`config.mk`:
```
export PLATFORM = sky130hd
export DESIGN_NAME = lz4d_queue
export DESIGN_NICKNAME = d
export VERILOG_FILES = /design/src/hw/rtl/lz4d_pkg.sv /design/src/hw/rtl/lz4d_queue.sv
export SDC_FILE = /design/constraint.sdc
export NUM_CORES = 1
export LEC_CHECK = 0
export ABC_AREA = 1
export CAP_MARGIN = 20
export CORE_ASPECT_RATIO = 1.75
export CORE_UTILIZATION = 55
export CTS_CLUSTER_DIAMETER = 150
export DETAILED_ROUTE_END_ITERATION = 10
export DONT_BUFFER_PORTS = 1
export GPL_ROUTABILITY_DRIVEN = 0
export HOLD_SLACK_MARGIN = 0.03
export PLACE_DENSITY = 0.7
export SYNTH_ARGS = -nofsm -noshare
export SYNTH_HDL_FRONTEND = slang
export SYNTH_SLANG_ARGS = --single-unit
```
`constraint.sdc`:
```
create_clock -name clk -period 10.37 [get_ports clk]
set_clock_uncertainty 0.05 [all_clocks]
set_input_delay 1.037 -clock clk [delete_from_list [all_inputs] [get_ports clk]]
set_output_delay 1.037 -clock clk [all_outputs]
set_load 0.03 [all_outputs]
```
`src/hw/rtl/lz4d_pkg.sv`:
```
// lz4 block decoder package: item types, phase codes, error codes and constants
package lz4d_pkg;

  localparam int unsigned HistDepth  = 65536;
  localparam int unsigned HistAw     = $clog2(HistDepth);
  localparam int unsigned BurstLimit = 64;
  localparam int unsigned BurstW     = $clog2(BurstLimit + 1);
  localparam int unsigned LenW       = 24;

  localparam logic [3:0]      NibExt   = 4'd15;
  localparam logic [7:0]      ByteExt  = 8'd255;
  localparam logic [LenW-1:0] LenSat   = {LenW{1'b1}};
  localparam logic [LenW-1:0] MinMatch = LenW'(4);
  localparam logic [LenW-1:0] MaxBlockReset = LenW'(8388608);

  // func codes
  localparam logic FUNC_DATA = 1'b0;
  localparam logic FUNC_CONT = 1'b1;

  // error codes
  localparam logic [1:0] ERR_NONE  = 2'd0;
  localparam logic [1:0] ERR_LIMIT = 2'd1;
  localparam logic [1:0] ERR_OFF   = 2'd2;
  localparam logic [1:0] ERR_TRUNC = 2'd3;

  // parse phases
  localparam logic [2:0] PH_TOKEN    = 3'd0;
  localparam logic [2:0] PH_LITLEN   = 3'd1;
  localparam logic [2:0] PH_LITERALS = 3'd2;
  localparam logic [2:0] PH_OFF_LO   = 3'd3;
  localparam logic [2:0] PH_OFF_HI   = 3'd4;
  localparam logic [2:0] PH_MATLEN   = 3'd5;
  localparam logic [2:0] PH_COPY     = 3'd6;
  localparam logic [2:0] PH_DRAIN    = 3'd7;

  typedef struct packed {
    logic       func;
    logic [7:0] in_byte;
    logic       block_last;
  } in_item_t;

  typedef struct packed {
    logic [7:0] out_byte;
    logic       has_byte;
    logic       last_of_run;
    logic       more_pending;
    logic       end_of_block;
    logic [1:0] error_code;
  } out_item_t;

  // command from the parser to the back end
  typedef struct packed {
    logic            is_copy;   // 1: copy a burst from history, 0: single result
    out_item_t       res;       // single result (literal, end or error)
    logic            wr_hist;   // literal byte to write into history
    logic [HistAw-1:0] wr_addr;
    logic [HistAw-1:0] src_addr; // first copy source
    logic [HistAw-1:0] dst_addr; // first copy destination
    logic [BurstW-1:0] count;    // bytes in this burst
    logic            more;       // match bytes remain after the burst
  } cmd_t;

endpackage

```
`src/hw/rtl/lz4d_queue.sv`:
```
// two-entry command queue between parser and back end
module lz4d_queue (
  input  logic            clk,
  input  logic            rst_n,
  input  logic            push,
  input  lz4d_pkg::cmd_t  din,
  output logic            full,
  output logic            not_empty,
  input  logic            pop,
  output lz4d_pkg::cmd_t  dout
);
  import lz4d_pkg::*;

  cmd_t       mem_r [2];
  logic       wp_r, rp_r;
  logic [1:0] cnt_r;

  assign full = (cnt_r == 2'd2);
  assign not_empty = (cnt_r != 2'd0);
  assign dout = mem_r[rp_r];

  // entry storage
  always_ff @(posedge clk) begin
    if (push) mem_r[wp_r] <= din;
  end

  // pointers
  always_ff @(posedge clk) begin
    if (!rst_n) begin
      wp_r <= 1'b0; rp_r <= 1'b0; cnt_r <= 2'd0;
    end else begin
      if (push) wp_r <= !wp_r;
      if (pop) rp_r <= !rp_r;
      cnt_r <= cnt_r + 2'(push) - 2'(pop);
    end
  end

  assert property (@(posedge clk) disable iff (!rst_n) pop |-> not_empty)
    else $error("pop from empty queue");
  assert property (@(posedge clk) disable iff (!rst_n) cnt_r != 2'd3)
    else $error("queue count overflow");
  assert property (@(posedge clk) disable iff (!rst_n) push |-> !full)
    else $error("push into full queue");

endmodule

```
-- Word level (Yosys, flattened, before mapping)
Memory sizes are Yosys's and may differ from the RTL's. A register that Yosys moved wholly into a read port is not among the register bits.
Index checks and enable logic that the tools add are counted.
- $add $sub $neg: 2
- $mul: 0
- divide/modulo/power cells: 0
- order comparisons: 0
- eq/ne operators: 1
- shifts and indexed selects: 0
- multiplexer cells: 4
- bitwise operators: 0
- reductions and logical operators: 3
- operators with widths (operator ; number):
    $mux 1 ; 4
    $add 2x1->2 ; 1
    $eq 2x2->1 const B ; 1
    $logic_not 1->1 ; 2
    $reduce_bool 2->1 ; 1
    $sub 2x1->2 ; 1
- flip-flop bits (word level): 4
- bits in latches: 0
- RAM bits: 144
- ROM bits: 0
- bits of input ports: 76
- output and inout port bits: 74
- word-level logic and storage cells: 14
- memories kept: 1
- memory list (name ; words ; width ; read ports ; clocked after memory_dff ; write ports ; line ; RTL):
    mem_r ; 2 ; 72 ; 1 ; 1 ; 1 ; lz4d_queue.sv:14 ; cmd_t mem_r [2];

-- Longest topological paths before layout
- word-level depth: 3
- gate-level depth with buffers: 7
- gate-level depth less buffers: 7

-- Worst setup path before layout
OpenSTA, ideal clock, no wires.
- path type: input to register
- start: input port push
- end: memory mem_r[0][0] (netlist name) (enable)
- setup time: 504 ps
- data arrival time: 4095 ps
- data required time: 9816 ps
- setup slack: 5721 ps
- stages on the path: 2
- path buffers: 0
- path through: inv_1 nor2_1
- longest elaborated chain between the ends: 2
- ends and longest elaborated chain (what ; line ; RTL):
    from (decl) ; lz4d_queue.sv:5 ; input logic push,
    $mux 1 ; lz4d_queue.sv:24 ; if (push) mem_r[wp_r] <= din;
    $mux 1 (implied by the code) ; lz4d_queue.sv:24 ;
    to (decl) ; lz4d_queue.sv:14 ;
Every way passes these cells.

==> results.toml <==
[synth]
synth_seq_cells = 149
synth_edf_count = 144
synth_fp_nets = 335
synth_top_area_share = 0.749
yosys.area.top_type = "edfxtp_1"
yosys_most_used_dff = "edfxtp_1"
synthArstFlopShare = 0
syn_area_um2 = 5770
synth_cell_types = 12
synth-seq-area-share = 0.766
avgSynthCellArea_um2 = 22.5
synthTopCellsByCount = "edfxtp_1, mux2_4, nand2_1"
yosys.cell_count.top_type = "edfxtp_1"
synth_cells = 257
synth.area.top_cells = "edfxtp_1, mux2_4, buf_12, dfxtp_1, nand2_1"
yosys_warnings = 0

[setup_path]
crit_required_ps = 9280
cp_data_arrival_time_ps = 2260
worstPathCellList = "buf_4, mux2_4"
cp_slowest_stage_delay_ps = 710
crit_path_end_kind = "output pin"
worstSetupPathType = "flop to output pin"
start_kind = "flop"
r2r_slack_ps = 8320
cp_top_family = "flip-flops"
worst-path-max-fanout = 42
critPathBufInv = 1
crit_path_top_delay_cell = "dfxtp_4"

[run_status]
outcome = "completed"

[drt]
vias = 2212
wl_um = 8420
antenna_left = 0
drtPass1Iterations = 4
via_per_inst = 5.38
wl_per_cell_um = 20.5
drt-initial-drc-count = 75
remaining_drc_errors = 0

[timing]
maxSlewHeadroom = 0.500
hold_viol = 0
setup_viol_count_final = 0
tightest_slew_ps = 750
rsz0062_at_grt = "false"
fin_crit_ps = 3350
fmax_mhz = 298
drv_slew = 0
fin_setup_tns_ps = 0
fin_crit_sh = 0.323

[floorplanning]
initial_core_util = 0.564
die_area_um2 = 10900
die_w_um = 79.5
rows = 49
pin_count = 150
die_y_um = 138
coreArea_um2 = 10200

[cts]
cts_tree = "done"
numCtsBuffers = 17
ctsResizeCount = 0
clk_root_buffer_cell = "clkbuf_16"
htreeDepth = 4
postCtsSetupBuffers = 0
clk_latency_ps = 400
clockBufferDepth = 2
clk_pin_slew_ps = 50
cts.sinks = 149
ctsHoldBuffers = 0

[global_routing]
grtUsageMet3 = 0.0841
use_met2 = 0.286
top_usage_layer = "met2"
grt_overflow = 0
grt_usage = 0.160
antenna_found_initial = 0
first_global_vias = 2265
grt_use_met1 = 0.137
grt_max_degree = 43
grt_first_pass_wirelength_um = 12000

[final_layout]
fillerInstances = 711
postLayoutCoreUtil = 0.620
fin_area_um2 = 6340
drive_above_1_share = 0.366
layout.nets = 350
area_growth_pct = 9.88
n_antenna_cell = 0

[pwr]
finalPower_mw = 1.38
p_leak_nw = 2.30
ir_drop_v = 0.000187
power.density_nw_per_um2 = 218

[place]
port_buffers = 0
placed_area_um2 = 5820
dp_hpwl_um = 5800

[min_path]
hp-class = "flop to flop"

[flow_run]
maxCapViolCount = 0
[path summary, 6_finish.rpt]
kind / cells after the start / from / to
setup / recovery: 2 / flop / dout[8]
hold / removal: 2 / rp_r$_SDFFE_PN0P_ / flop
setup reg to reg: 3 / wp_r$_SDFFE_PN0P_ / mem_r[1][31]$_DFFE_PP_
hold reg to reg: 2 / rp_r$_SDFFE_PN0P_ / flop
[through the flow]
stage | std cells | hold slack, ps | setup WS, ps
2_1_floorplan | 257 | 413 | 5720
6_report | 411 | 452 | 7020
3_3_place_gp | 380 | 424 | 7430
3_5_place_dp | 380 | 438 | 7410
4_1_cts | 411 | 451 | 6970
5_1_grt | 411 | 466 | 6900
[logic make-up after synthesis]
logic type,Yosys count,share of synthesized area
flops,149,0.766
mux,72,0.186
simple gates,18,0.0119
buf+inv,15,0.0308
fa+ha+maj,2,0.00433
compound gates,1,0.000866
[placed cells by master (no fill, tap or decap)]
cell type     n
a21oi_1       1
buf_4         4
bufinv_16     1
clkbuf_1      2
clkbuf_16    17
clkinv_1      4
clkinv_2      4
clkinvlp_4    2
dfxtp_1       4
dfxtp_4       1
edfxtp_1    144
ha_1          2
inv_1         6
inv_2         1
inv_6         1
mux2_2        2
mux2_4       70
nand2_1       9
nand3_1       1
nor2_1        7
nor2_4        1
[sequential cells by signal, indices dropped and copies added, names as in the netlist, named ones only]
| register | flops |
|---|---|
| wp_r | 1 |
| rp_r | 1 |
| cnt_r | 2 |
| mem_r | 144 |
[report_power, final]
group          internal, mW  switching, mW
Clock                 0.323          0.210
Combinational        0.0469         0.0913
Sequential            0.698         0.0128
Total                  1.07          0.314
[worst min-delay path, stage by stage (launching register included)]
cell	delay, ps
dfxtp_1	330
nor2_1	60
nor2_1	80
[layer usage]
metal / part of all wire / up-vias
li1: - / 1019
met1: 0.29 / 1098
met2: 0.60 / 84
met3: 0.092 / 11
met4: 0.016 / 0
met5: 0 / -
[area by class of cell]
cell class	instances	area (um2)	share of cell area
Timing Repair Buffer	4	30.0	0.00473
Clock inverter	12	88.8	0.0140
Sequential cell	149	4430	0.698
Tap cell	127	159	0.0250
Multi-Input combinational cell	93	1180	0.186
Inverter	7	26.3	0.00414
Clock buffer	19	433	0.0682
(Power assumes the default switching activity.)
