File: src/hw/rtl/lz4d_pkg.sv
// lz4 block decoder package: item types, phase codes, error codes and constants
package lz4d_pkg;

  localparam int unsigned HistDepth  = 65536;
  localparam int unsigned HistAw     = $clog2(HistDepth);
  localparam int unsigned BurstLimit = 64;
  localparam int unsigned BurstW     = $clog2(BurstLimit + 1);
  localparam int unsigned LenW       = 24;

  localparam logic [3:0]      NibExt   = 4'd15;
  localparam logic [7:0]      ByteExt  = 8'd255;
  localparam logic [LenW-1:0] LenSat   = {LenW{1'b1}};
  localparam logic [LenW-1:0] MinMatch = LenW'(4);
  localparam logic [LenW-1:0] MaxBlockReset = LenW'(8388608);

  // func codes
  localparam logic FUNC_DATA = 1'b0;
  localparam logic FUNC_CONT = 1'b1;

  // error codes
  localparam logic [1:0] ERR_NONE  = 2'd0;
  localparam logic [1:0] ERR_LIMIT = 2'd1;
  localparam logic [1:0] ERR_OFF   = 2'd2;
  localparam logic [1:0] ERR_TRUNC = 2'd3;

  // parse phases
  localparam logic [2:0] PH_TOKEN    = 3'd0;
  localparam logic [2:0] PH_LITLEN   = 3'd1;
  localparam logic [2:0] PH_LITERALS = 3'd2;
  localparam logic [2:0] PH_OFF_LO   = 3'd3;
  localparam logic [2:0] PH_OFF_HI   = 3'd4;
  localparam logic [2:0] PH_MATLEN   = 3'd5;
  localparam logic [2:0] PH_COPY     = 3'd6;
  localparam logic [2:0] PH_DRAIN    = 3'd7;

  typedef struct packed {
    logic       func;
    logic [7:0] in_byte;
    logic       block_last;
  } in_item_t;

  typedef struct packed {
    logic [7:0] out_byte;
    logic       has_byte;
    logic       last_of_run;
    logic       more_pending;
    logic       end_of_block;
    logic [1:0] error_code;
  } out_item_t;

  // command from the parser to the back end
  typedef struct packed {
    logic            is_copy;   // 1: copy a burst from history, 0: single result
    out_item_t       res;       // single result (literal, end or error)
    logic            wr_hist;   // literal byte to write into history
    logic [HistAw-1:0] wr_addr;
    logic [HistAw-1:0] src_addr; // first copy source
    logic [HistAw-1:0] dst_addr; // first copy destination
    logic [BurstW-1:0] count;    // bytes in this burst
    logic            more;       // match bytes remain after the burst
  } cmd_t;

endpackage

File: src/hw/rtl/lz4d_front.sv
// lz4 parser: accepts items, tracks block state, issues commands to the back end
module lz4d_front (
  input  logic                    clk,
  input  logic                    rst_n,
  input  logic                    cfg_we,
  input  logic [23:0]             cfg_wdata,
  input  logic                    in_valid,
  output logic                    in_stall,
  input  lz4d_pkg::in_item_t      in_item,
  output logic                    cmd_push,
  output lz4d_pkg::cmd_t          cmd,
  input  logic                    cmd_full
);
  import lz4d_pkg::*;

  logic [LenW-1:0] max_r;
  logic [LenW-1:0] cnt_r, cnt_nxt;
  logic [2:0]      ph_r, ph_nxt;
  logic [LenW-1:0] lit_r, lit_nxt;
  logic [LenW-1:0] mat_r, mat_nxt;
  logic [15:0]     dist_r, dist_nxt;
  logic [3:0]      nib_r, nib_nxt;
  logic            err_r, err_nxt;

  logic            acc;
  logic [7:0]      c;
  logic            last;
  logic [LenW:0]   add_len;
  logic            over;
  logic [LenW:0]   sat_sum;
  logic [LenW-1:0] sat_res;
  logic [LenW-1:0] burst_n;
  logic            new_blk;

  assign in_stall = cmd_full;
  assign acc = in_valid && !in_stall;
  assign c = in_item.in_byte;
  assign last = in_item.block_last;

  // saturating length add for extension bytes
  always_comb begin
    if (ph_r == PH_LITLEN) sat_sum = {1'b0, lit_r} + (LenW+1)'(c);
    else                   sat_sum = {1'b0, mat_r} + (LenW+1)'(c);
    sat_res = sat_sum[LenW] ? LenSat : sat_sum[LenW-1:0];
  end

  // block parser
  always_comb begin
    cnt_nxt = cnt_r; ph_nxt = ph_r; lit_nxt = lit_r; mat_nxt = mat_r;
    dist_nxt = dist_r; nib_nxt = nib_r; err_nxt = err_r;
    cmd = '0; cmd_push = 1'b0; new_blk = 1'b0;
    add_len = '0; over = 1'b0; burst_n = '0;
    if (acc) begin
      if (ph_r == PH_COPY) begin
        // continue the pending match
        burst_n = (mat_r > LenW'(BurstLimit)) ? LenW'(BurstLimit) : mat_r;
        cmd_push = 1'b1; cmd.is_copy = 1'b1;
        cmd.count = BurstW'(burst_n);
        cmd.src_addr = HistAw'(cnt_r - LenW'(dist_r));
        cmd.dst_addr = HistAw'(cnt_r);
        cmd.more = (mat_r != burst_n);
        mat_nxt = mat_r - burst_n;
        cnt_nxt = cnt_r + burst_n;
        ph_nxt = cmd.more ? PH_COPY : PH_TOKEN;
      end else if (in_item.func == FUNC_DATA) begin
        case (ph_r)
          PH_DRAIN: begin
            if (last) new_blk = 1'b1;
          end
          PH_TOKEN: begin
            nib_nxt = c[3:0];
            if (c[7:4] == NibExt) begin
              lit_nxt = LenW'(NibExt); ph_nxt = PH_LITLEN;
              if (last) begin
                cmd_push = 1'b1; cmd.res.error_code = ERR_TRUNC;
              end
            end else if (c[7:4] != 4'd0) begin
              add_len = {1'b0, cnt_r} + (LenW+1)'(c[7:4]);
              over = add_len > (LenW+1)'(max_r);
              lit_nxt = LenW'(c[7:4]); ph_nxt = PH_LITERALS;
              if (over || last) begin
                cmd_push = 1'b1; cmd.res.error_code = over ? ERR_LIMIT : ERR_TRUNC;
              end
            end else if (last) begin
              cmd_push = 1'b1; cmd.res.end_of_block = 1'b1; new_blk = 1'b1;
            end else begin
              ph_nxt = PH_OFF_LO;
            end
          end
          PH_LITLEN: begin
            lit_nxt = sat_res;
            add_len = {1'b0, cnt_r} + {1'b0, sat_res};
            over = (c != ByteExt) && (add_len > (LenW+1)'(max_r));
            if (c != ByteExt) ph_nxt = PH_LITERALS;
            if (over || last) begin
              cmd_push = 1'b1; cmd.res.error_code = over ? ERR_LIMIT : ERR_TRUNC;
            end
          end
          PH_LITERALS: begin
            cmd_push = 1'b1;
            if (last && lit_r != LenW'(1)) begin
              cmd.res.error_code = ERR_TRUNC;
            end else begin
              cmd.wr_hist = 1'b1; cmd.wr_addr = HistAw'(cnt_r);
              cmd.res.out_byte = c; cmd.res.has_byte = 1'b1;
              cnt_nxt = cnt_r + LenW'(1);
              if (lit_r != '0) lit_nxt = lit_r - LenW'(1);
              if (last) begin
                cmd.res.end_of_block = 1'b1; new_blk = 1'b1;
              end else if (lit_r <= LenW'(1)) begin
                ph_nxt = PH_OFF_LO;
              end
            end
          end
          PH_OFF_LO: begin
            dist_nxt = {8'd0, c};
            if (last) begin
              cmd_push = 1'b1; cmd.res.error_code = ERR_TRUNC;
            end else begin
              ph_nxt = PH_OFF_HI;
            end
          end
          PH_OFF_HI: begin
            dist_nxt = {c, dist_r[7:0]};
            if (dist_nxt == 16'd0 || LenW'(dist_nxt) > cnt_r
                || 32'(dist_nxt) > 32'(HistDepth)) begin
              cmd_push = 1'b1; cmd.res.error_code = ERR_OFF;
            end else if (nib_r == NibExt) begin
              mat_nxt = LenW'(NibExt) + MinMatch; ph_nxt = PH_MATLEN;
              if (last) begin
                cmd_push = 1'b1; cmd.res.error_code = ERR_TRUNC;
              end
            end else begin
              mat_nxt = LenW'(nib_r) + MinMatch;
            end
          end
          PH_MATLEN: begin
            mat_nxt = sat_res;
            if (c == ByteExt && last) begin
              cmd_push = 1'b1; cmd.res.error_code = ERR_TRUNC;
            end
          end
          default: ;
        endcase
        // start a match once its length is known
        if (!cmd_push && ((ph_r == PH_OFF_HI && nib_r != NibExt)
            || (ph_r == PH_MATLEN && c != ByteExt))) begin
          add_len = {1'b0, cnt_r} + {1'b0, mat_nxt};
          cmd_push = 1'b1;
          if (add_len > (LenW+1)'(max_r)) begin
            cmd.res.error_code = ERR_LIMIT;
          end else if (last) begin
            cmd.res.error_code = ERR_TRUNC;
          end else begin
            burst_n = (mat_nxt > LenW'(BurstLimit)) ? LenW'(BurstLimit) : mat_nxt;
            cmd.is_copy = 1'b1;
            cmd.count = BurstW'(burst_n);
            cmd.src_addr = HistAw'(cnt_r - LenW'(dist_nxt));
            cmd.dst_addr = HistAw'(cnt_r);
            cmd.more = (mat_nxt != burst_n);
            mat_nxt = mat_nxt - burst_n;
            cnt_nxt = cnt_r + burst_n;
            ph_nxt = cmd.more ? PH_COPY : PH_TOKEN;
          end
        end
        // error handling: restart on last, else drain
        if (cmd_push && !cmd.is_copy && cmd.res.error_code != ERR_NONE) begin
          if (last || cmd.res.error_code == ERR_TRUNC) begin
            new_blk = 1'b1;
          end else begin
            ph_nxt = PH_DRAIN; err_nxt = 1'b1;
          end
        end
      end
      if (cmd_push && !cmd.is_copy) cmd.res.last_of_run = 1'b1;
      if (new_blk) begin
        cnt_nxt = '0; ph_nxt = PH_TOKEN; lit_nxt = '0; mat_nxt = '0;
        dist_nxt = '0; nib_nxt = '0; err_nxt = 1'b0;
      end
    end
  end

  // block state registers
  always_ff @(posedge clk) begin
    if (!rst_n) begin
      max_r <= MaxBlockReset;
      cnt_r <= '0; ph_r <= PH_TOKEN; lit_r <= '0; mat_r <= '0;
      dist_r <= '0; nib_r <= '0; err_r <= 1'b0;
    end else begin
      if (cfg_we) max_r <= cfg_wdata;
      cnt_r <= cnt_nxt; ph_r <= ph_nxt; lit_r <= lit_nxt; mat_r <= mat_nxt;
      dist_r <= dist_nxt; nib_r <= nib_nxt; err_r <= err_nxt;
    end
  end

  // drain state goes with the latched error flag
  assert property (@(posedge clk) disable iff (!rst_n) (ph_r == PH_DRAIN) |-> err_r)
    else $error("drain without latched error");
  // copy phase always has bytes left
  assert property (@(posedge clk) disable iff (!rst_n) (ph_r == PH_COPY) |-> (mat_r != '0))
    else $error("copy phase with empty match");
  // no command while the queue is full
  assert property (@(posedge clk) disable iff (!rst_n) cmd_full |-> !cmd_push)
    else $error("push into full queue");

endmodule

File: config.mk
export PLATFORM = sky130hd
export DESIGN_NAME = lz4d_front
export DESIGN_NICKNAME = d
export VERILOG_FILES = /design/src/hw/rtl/lz4d_pkg.sv /design/src/hw/rtl/lz4d_front.sv
export SDC_FILE = /design/constraint.sdc
export NUM_CORES = 1
export LEC_CHECK = 0
export ABC_AREA = 1
export BUFFER_PORTS_ARGS = -buffer_cell sky130_fd_sc_hd__buf_2
export CORE_UTILIZATION = 44
export CTS_CLUSTER_SIZE = 30
export DETAILED_ROUTE_END_ITERATION = 10
export PLACE_DENSITY = 0.57
export SYNTH_ARGS = -nofsm -noshare
export SYNTH_HDL_FRONTEND = slang
export SYNTH_SLANG_ARGS = --single-unit
export TNS_END_PERCENT = 20
File: constraint.sdc
create_clock -name clk -period 11.4 [get_ports clk]
set_input_delay 0.57 -clock clk [delete_from_list [all_inputs] [get_ports clk]]
set_output_delay 0.57 -clock clk [all_outputs]
set_load 0.01 [all_outputs]
# --- Word level (Yosys, flattened, before mapping) ---
# Cells that the tools add are included.
# Widths: inputs -> output; s select.
op_classes:
  n_addsub: 14
  mul: 0
  n_div: 0
  n_lt_le_gt_ge: 7
  n_eq_ne: 22
  shift: 0
  mux: 135
  bitwise: 0
  n_reduce_logical: 30
ops:
  columns: ["op", "n"]
  rows:
  - ["$mux 24", 28]
  - ["$mux 40", 4]
  - ["$mux 60", 2]
  - ["$mux 16", 6]
  - ["$gt 25x24->1", 3]
  - ["$pmux 24 s3", 1]
  - ["$mux 3", 20]
  - ["$add 24x24->25", 2]
  - ["$add 24x8->25", 2]
  - ["$add 24x24->24", 2]
  - ["$gt 24x7->1 const B", 2]
  - ["$ne 24x24->1", 2]
  - ["$pmux 24 s2", 1]
  - ["$sub 24x24->24", 2]
  - ["$mux 1", 36]
  - ["$mux 17", 2]
  - ["$mux 2", 17]
  - ["$pmux 16 s2", 1]
  - ["$sub 16x16->16", 2]
  - ["$mux 9", 3]
  - ["$add 24x4->25", 1]
  - ["$mux 25", 1]
  - ["$add 24x1->24 const B", 1]
  - ["$gt 16x24->1", 1]
  - ["other kinds (37)", 66]
totals:
  reg_bits: 119
  latch_bits: 0
  ramBits: 0
  rom_bits: 0
  output_inout_bits: 74
  word_cells: 215
  memories: 0

# --- Longest topological paths before layout ---
# Gate-level depths: netlist of the first run.
logic_depth:
  ltp_word: 27
  mapped_depth: 67

# --- Worst setup path before layout of the first run ---
# OpenSTA, ideal clock, no wires.
synth_path:
  kind: "reg2out"
  from: "reg ph_r[1]"
  to: "out cmd[34] (netlist bit)"
  arrival_time_ps: 7918
  required_time_ps: 10830
  slack_ps: 2912
  path_stages_with_launch: 53
  cell_sequence: "dfxtp_1 > inv_2 > nand3_4 > buf_8 > buf_6 > buf_6 > clkbuf_1 > clkbuf_1 > o21ai_0 > ha_1 > inv_1 > fa_1 > nand3b_1 > nand2_1 > nand2_1 > nand2_1 > nand3_2 > nor2_4 > [... 17 more ...] > a21oi_1 > o21ai_0 > xor2_1 > ha_1 > a21oi_1 > o211ai_1 > a21oi_1 > nand3_1 > nand2_1 > nand2_1 > inv_1 > nand2_2 > nor2_2 > nor2_1 > nor2_1 > inv_2 > buf_2 > a211oi_1"
synth_rtl:
  columns: ["item", "line_no", "rtl"]
  rows:
  - ["start, declared", "lz4d_front.sv:18", "logic [2:0] ph_r, ph_nxt;"]
  - ["start signal, assigned", "lz4d_front.sv:191", "cnt_r <= cnt_nxt; ph_r <= ph_nxt; lit_r <= lit_nxt; mat_r <= mat_nxt;"]
  - ["end, declared", "lz4d_front.sv:11", "output lz4d_pkg::cmd_t cmd,"]

==> results.sh, run 1 <==
export IMPL_yosysSeqAreaShare_pct=12.6
export IMPL_holdCritPathClass="primary input to register"
export IMPL_dieArea_um2=43900
export IMPL_num_antenna_cells=0
export IMPL_worst_pin_slew_ns=1.12
export IMPL_switching_share_pct=39.1
export IMPL_async_reset_ff_share_pct=0
export IMPL_coreArea_um2=42200
export IMPL_power_leakage_nw=10.8
export IMPL_synth_largest_area_cell="ha_1"
export IMPL_gp_congestion=1.01
export IMPL_finalNonFillerCells=3822
export IMPL_ant_nets=0
export IMPL_synth_edf_count=0
export IMPL_syn_inst=3165
export IMPL_p_per_area_nw_per_um2=73.2
export IMPL_grt_usage_pct=34.7
export IMPL_finClkSkew_ns=0.0190
export IMPL_p_switching_w=0.000595
export IMPL_cp_max_fo=32
export IMPL_post_synth_top_area_fraction_pct=15.5
export IMPL_maxCapViolCount=0
export IMPL_critPathSlowestCell="nor2_2"
export IMPL_p_total_w=0.00152
export IMPL_slew_violations=0
export IMPL_post_route_period_util_pct=91.9
export IMPL_cts_resized=0
export IMPL_irDropWorstVdd_mv=0.127
export IMPL_ys_warnings_count=0
export IMPL_max_slew_margin_pct=24.8
export IMPL_fillers=4556
export IMPL_hold_viol_final=0
export IMPL_synth_seq_cells=119
export IMPL_synth_cell_types=61
export IMPL_fin_ws_ns=0.919
export IMPL_status="finished, final reports clean"
export IMPL_setup_viol=0
export IMPL_crit_path_end_kind="primary output"
export IMPL_cts_hold_buf=0
export IMPL_intPower_w=0.000925
export IMPL_start_util_pct=44.9
export IMPL_cp_common_cell="nand2_1"
export IMPL_vias_per_cell=5.71
export IMPL_die_h_um=209
export IMPL_place_ws_ns=1.37
export IMPL_hold_end="max_r[23]"
export IMPL_clkTransAtPathRegs_ns=0.06
export IMPL_layout_nets=3552
export IMPL_drc=0
export IMPL_path_buf_inv=9
export IMPL_rows=75
export IMPL_vias=21813
export IMPL_finalSetupTns_ns=0
export IMPL_power_frac_seq_pct=29.3
export IMPL_cts_sinks=119
export IMPL_synth_main_ff_cell="dfxtp_1"
export IMPL_mostFrequentLayoutCells="nand2_1 (687), nor2_1 (384), inv_1 (375), a21oi_1 (335), ha_1 (235)"
export IMPL_min_from="cfg_wdata[23]"
export IMPL_grt_pass1_vias=20330
export IMPL_r2r_end="cnt_r[22]"
export IMPL_post_cts_buffers=0
export IMPL_r2r_start="ph_r[2]"
export IMPL_dp_hpwl_um=60800
export IMPL_layout_commonest_cell="nand2_1"
export IMPL_overflow=0
export IMPL_max_stage_delay_ns=0.44
export IMPL_drt_iter0_markers=1951
export IMPL_finalWirelength_um=76600
export IMPL_antenna_found_initial=0
export IMPL_critPathLaunchType="register"
export IMPL_ioPinCount=113
export IMPL_crit_arrival_ns=9.91
export IMPL_grt_pass1_wl_um=117000
export IMPL_hold_path_depth=3
export IMPL_grt_max_degree=67
export IMPL_critical_path_top_delay_family="simple AND/OR/NAND/NOR gates"
export IMPL_cts_root_buf="clkbuf_16"
export IMPL_drive_gt1_share_pct=8.99
export IMPL_rsz0062_at_grt="false"
export IMPL_p_comb_share_pct=32.1
export IMPL_cts_buffers=17
export IMPL_fp_dieW_um=209
export IMPL_p_clk_share_pct=38.6
export IMPL_cts_buffer_depth=2
export IMPL_reg2reg_setup_slack_ns=1.32
export IMPL_max_freq_ghz=0.0954
export IMPL_first_pass_iters=6
export IMPL_crit_type="register to primary output"
export IMPL_wl_per_cell_um=20.0
export IMPL_syn_area_um2=18900
export IMPL_htree_num_levels=4
export IMPL_cts_tree="yes"
export IMPL_whs_ns=0.316
export IMPL_clk_latency_ns=0.48
export IMPL_synth_area_leaders="ha_1 (16%), nand2_1 (14%), dfxtp_1 (13%)"
export IMPL_min_period_ns=10.48
export IMPL_area_growth_pct=9.61
export IMPL_avgSynthCellArea_um2=5.99
export IMPL_dpl_cell_count=3790
export IMPL_crit_required_ns=10.83
export IMPL_io_buffer_count=111
export IMPL_worst_r2r_cell_count=50
-- synth_stat cells, drive strengths merged, types with 5 or more instances --
master	n
o21bai	9
nand2	715
a31oi	13
a21oi	338
or2	13
o21a	7
nor4	19
a21boi	6
ha	235
nand3	212
fa	8
nor3	54
xnor2	42
o22ai	11
o31ai	8
nor2	401
dfxtp	119
o21ai	204
a32o	17
a21o	10
nand3b	10
o211ai	27
xor2	89
a211oi	14
o221ai	8
clkinv	5
nand4	53
inv	395
buf	38
clkbuf	63
-- state kept, by name, indices dropped and copies added (netlist names) --
register	cells
max_r	24
dist_r	16
lit_r	24
mat_r	24
nib_r	4
ph_r	3
cnt_r	24
-- metrics by stage --
stage | area [µm²] | utilization [%]
3_3_place_gp | 20200 | 47.8
5_1_grt | 20800 | 49.2
6_report | 20800 | 49.2
3_5_place_dp | 20200 | 47.8
4_1_cts | 20800 | 49.2
2_1_floorplan | 19100 | -
-- cells by family after synthesis --
group	share of synthesized area, %
xor gates and xnor gates	6.06
DFF	12.6
other	0.0396
adders and majority gates	16.4
and+or+nand+nor	34.1
buffers and inverters	10.5
AOI/OAI and AO/OA	20.4
-- area by class of cell --
class | instances | area, µm² | share of cell area [%]
Clock inverter | 13 | 155 | 0.747
Sequential cell | 119 | 2380 | 11.5
Multi-Input combinational cell | 2578 | 14700 | 70.9
Clock buffer | 19 | 443 | 2.13
Inverter | 400 | 1500 | 7.23
Tap cell | 539 | 674 | 3.25
Timing Repair Buffer | 154 | 878 | 4.23
-- worst min-delay path, cell delays in order --
cell,delay [ns]
buf_2,0.08
a21oi_1,0.04
o21ai_0,0.06
-- how the worst max path moves through the flow --
stage                       start        to  slack (ns)  cells after the start
after floorplan           ph_r[1]   cmd[34]        2.91                     52
after global placement    ph_r[0]   cmd[39]        1.62                     47
after detailed placement  ph_r[0]  cnt_r[1]        1.37                     49
after CTS                 ph_r[0]   cmd[39]        0.86                     47
after global routing      ph_r[2]   cmd[39]        0.08                     48
final                     ph_r[2]   cmd[39]        0.92                     48
-- power by group through the flow --
stage	Sequential, W	Clock, W	Combinational (W)
2_1_floorplan	0.000450	0	0.000337
3_3_place_gp	0.000453	0	0.000471
3_5_place_dp	0.000454	0	0.000477
4_1_cts	0.000444	0.000592	0.000480
5_1_grt	0.000446	0.000608	0.000541
6_report	0.000445	0.000587	0.000488
-- metal layers --
metal  wire, µm  GRT usage [%]  vias up
li1           -              -    10761
met1      35000           47.4    10080
met2      33900           56.1      865
met3       5350           4.41      107
met4       2400           12.1        0
met5          0              0        -
No activity file was read; power rests on OpenSTA's default activity.
==> run 2, diff against run 1 <==
Settings changed: CORE_MARGIN from default to 2.
Clock period 11.4 ns to 12.7 ns, I/O delays scaled along.
==> run 2 against run 1 <==
Combinational power decreased by 11%. Power shrank 7.5%. Flip-flop and latch count did not move. Clock power shrank 3%. Final area is essentially flat. Wire length rose by 0.80%. Final cell count about the same. First-iteration DRC count increased by 4.5%. Clock skew fell by 0.00060 ns. Sequential power down 10%. Global-route usage is 0.41 points lower. Non-clock buffer count down 10. Highest routed layer unchanged.
==> results.sh, run 2 (synthesis gave the netlist of run 1 again) <==
export IMPL_overflow=0
export IMPL_crit_type="register to primary output"
export IMPL_rows=76
export IMPL_cts_tree="yes"
export IMPL_min_from="cfg_wdata[23]"
export IMPL_slew_violations=0
export IMPL_seqCellArea_um2=2380
export IMPL_irDropWorstVdd_mv=0.0911
export IMPL_clkTransAtPathRegs_ns=0.06
export IMPL_cts_hold_buf=0
export IMPL_post_route_period_util_pct=92.5
export IMPL_max_slew_margin_pct=33.1
export IMPL_drive_gt1_share_pct=8.71
export IMPL_vias_per_cell=5.76
export IMPL_ant_nets=0
export IMPL_critPathSlowestCell="nor2_1"
export IMPL_drc=0
export IMPL_hold_viol_final=0
export IMPL_fp_dieW_um=211
export IMPL_critPathLaunchType="register"
export IMPL_grt_max_degree=81
export IMPL_drt_iter0_markers=2039
export IMPL_cts_buffers=17
export IMPL_worst_pin_slew_ns=1.00
export IMPL_htree_num_levels=4
export IMPL_cts_sinks=119
export IMPL_num_antenna_cells=0
export IMPL_critPathLaunch="ph_r[2]"
export IMPL_p_per_area_nw_per_um2=67.7
export IMPL_cts_resized=0
export IMPL_io_buffer_count=111
export IMPL_die_h_um=211
export IMPL_holdCritPathClass="primary input to register"
export IMPL_crit_arrival_ns=11.12
export IMPL_power_leakage_nw=10.8
export IMPL_crit_path_end_kind="primary output"
export IMPL_first_pass_iters=6
export IMPL_gp_congestion=0.981
export IMPL_finalSetupTns_ns=0
export IMPL_grt_usage_pct=34.3
export IMPL_layout_nets=3542
export IMPL_max_stage_delay_ns=0.58
export IMPL_reg2reg_setup_slack_ns=1.79
export IMPL_cp_common_cell="nand2_1"
export IMPL_r2r_start="ph_r[2]"
export IMPL_finClkSkew_ns=0.0184
export IMPL_fillers=4671
export IMPL_clk_latency_ns=0.48
export IMPL_coreArea_um2=42800
export IMPL_vias=21984
export IMPL_status="finished, final reports clean"
export IMPL_ioPinCount=113
export IMPL_setup_viol=0
export IMPL_max_freq_ghz=0.0851
export IMPL_rsz0062_at_grt="false"
export IMPL_start_util_pct=44.3
export IMPL_finalWirelength_um=77200
export IMPL_whs_ns=0.373
export IMPL_multi_input_area_um2=14700
export IMPL_cts_root_buf="clkbuf_16"
export IMPL_crit_required_ns=12.06
export IMPL_antenna_found_initial=0
export IMPL_dieArea_um2=44700
export IMPL_cts_buffer_depth=2
export IMPL_wl_per_cell_um=20.2
export IMPL_dp_hpwl_um=60500
export IMPL_area_growth_pct=9.56
export IMPL_grt_pass1_wl_um=117000
export IMPL_mostFrequentLayoutCells="nand2_1 (687), nor2_1 (384), inv_1 (375), a21oi_1 (335), ha_1 (235)"
export IMPL_cp_max_fo=55
export IMPL_grt_pass1_vias=20471
export IMPL_layout_commonest_cell="nand2_1"
export IMPL_min_period_ns=11.75
export IMPL_maxCapViolCount=0
export IMPL_post_cts_buffers=0
## run 2: cell count changes in the layout (fill, tap and decap cells not counted), sizes merged
cell      previous run  this run
clkinvlp             6         2
inv                395       396
buf                154       144
clkbuf              19        20
bufinv               3         5
## run 2: final timing paths
check          endpoint  cells past startpoint
max              cmd[1]                     46
min reg2reg  dist_r[12]                      2
min           max_r[23]                      3
max reg2reg   lit_r[22]                     51
## run 2: final cells by class
type | count | area share, %
Multi-Input combinational cell | 2578 | 71.0
Sequential cell | 119 | 11.5
Inverter | 400 | 7.23
Timing Repair Buffer | 144 | 3.87
Tap cell | 546 | 3.29
Clock buffer | 20 | 2.20
Clock inverter | 12 | 0.953
## run 2: stage by stage
stage / power [W] / util [%] / area, µm² / setup slack (ns) / instances
after global routing: 0.00147 / 48.5 / 20800 / 0.320 / 3819
after detailed placement: 0.000831 / 47.0 / 20100 / 1.69 / 3787
after floorplan: 0.000706 / - / 19100 / 4.15 / 3198
after global placement: 0.000826 / 47.0 / 20100 / 1.90 / 3787
after CTS: 0.00140 / 48.5 / 20800 / 1.16 / 3819
final: 0.00141 / 48.5 / 20800 / 0.947 / 3819
## run 2: power breakdown
| group | switching, W | leakage, nW | internal, W | total, W |
|---|---|---|---|---|
| clock | 0.000214 | 0.316 | 0.000358 | 0.000572 |
| combinational | 0.000303 | 9.50 | 0.000132 | 0.000434 |
| sequential | 0.0000130 | 0.969 | 0.000386 | 0.000399 |
| total | 0.000530 | 10.8 | 0.000876 | 0.00141 |
## run 2: worst max-delay path, delay by kind of cell (launching register included)
kind            cells  cell delay (ns)
simple gates       21             4.34
compound gates     12             2.73
buf+inv             8             1.75
fa+ha+maj           4             1.22
flops               1             0.42
xor+xnor            1             0.17
## run 2: routing by layer
layer	wire length (µm)	part of all wire (%)	vias to the layer above	GRT usage (%)
met5	0	0	-	0
met4	2970	3.9	0	13.8
met3	6090	7.9	166	5.98
met2	33800	44	887	54.4
met1	34400	45	10184	46.0
li1	-	-	10747	-
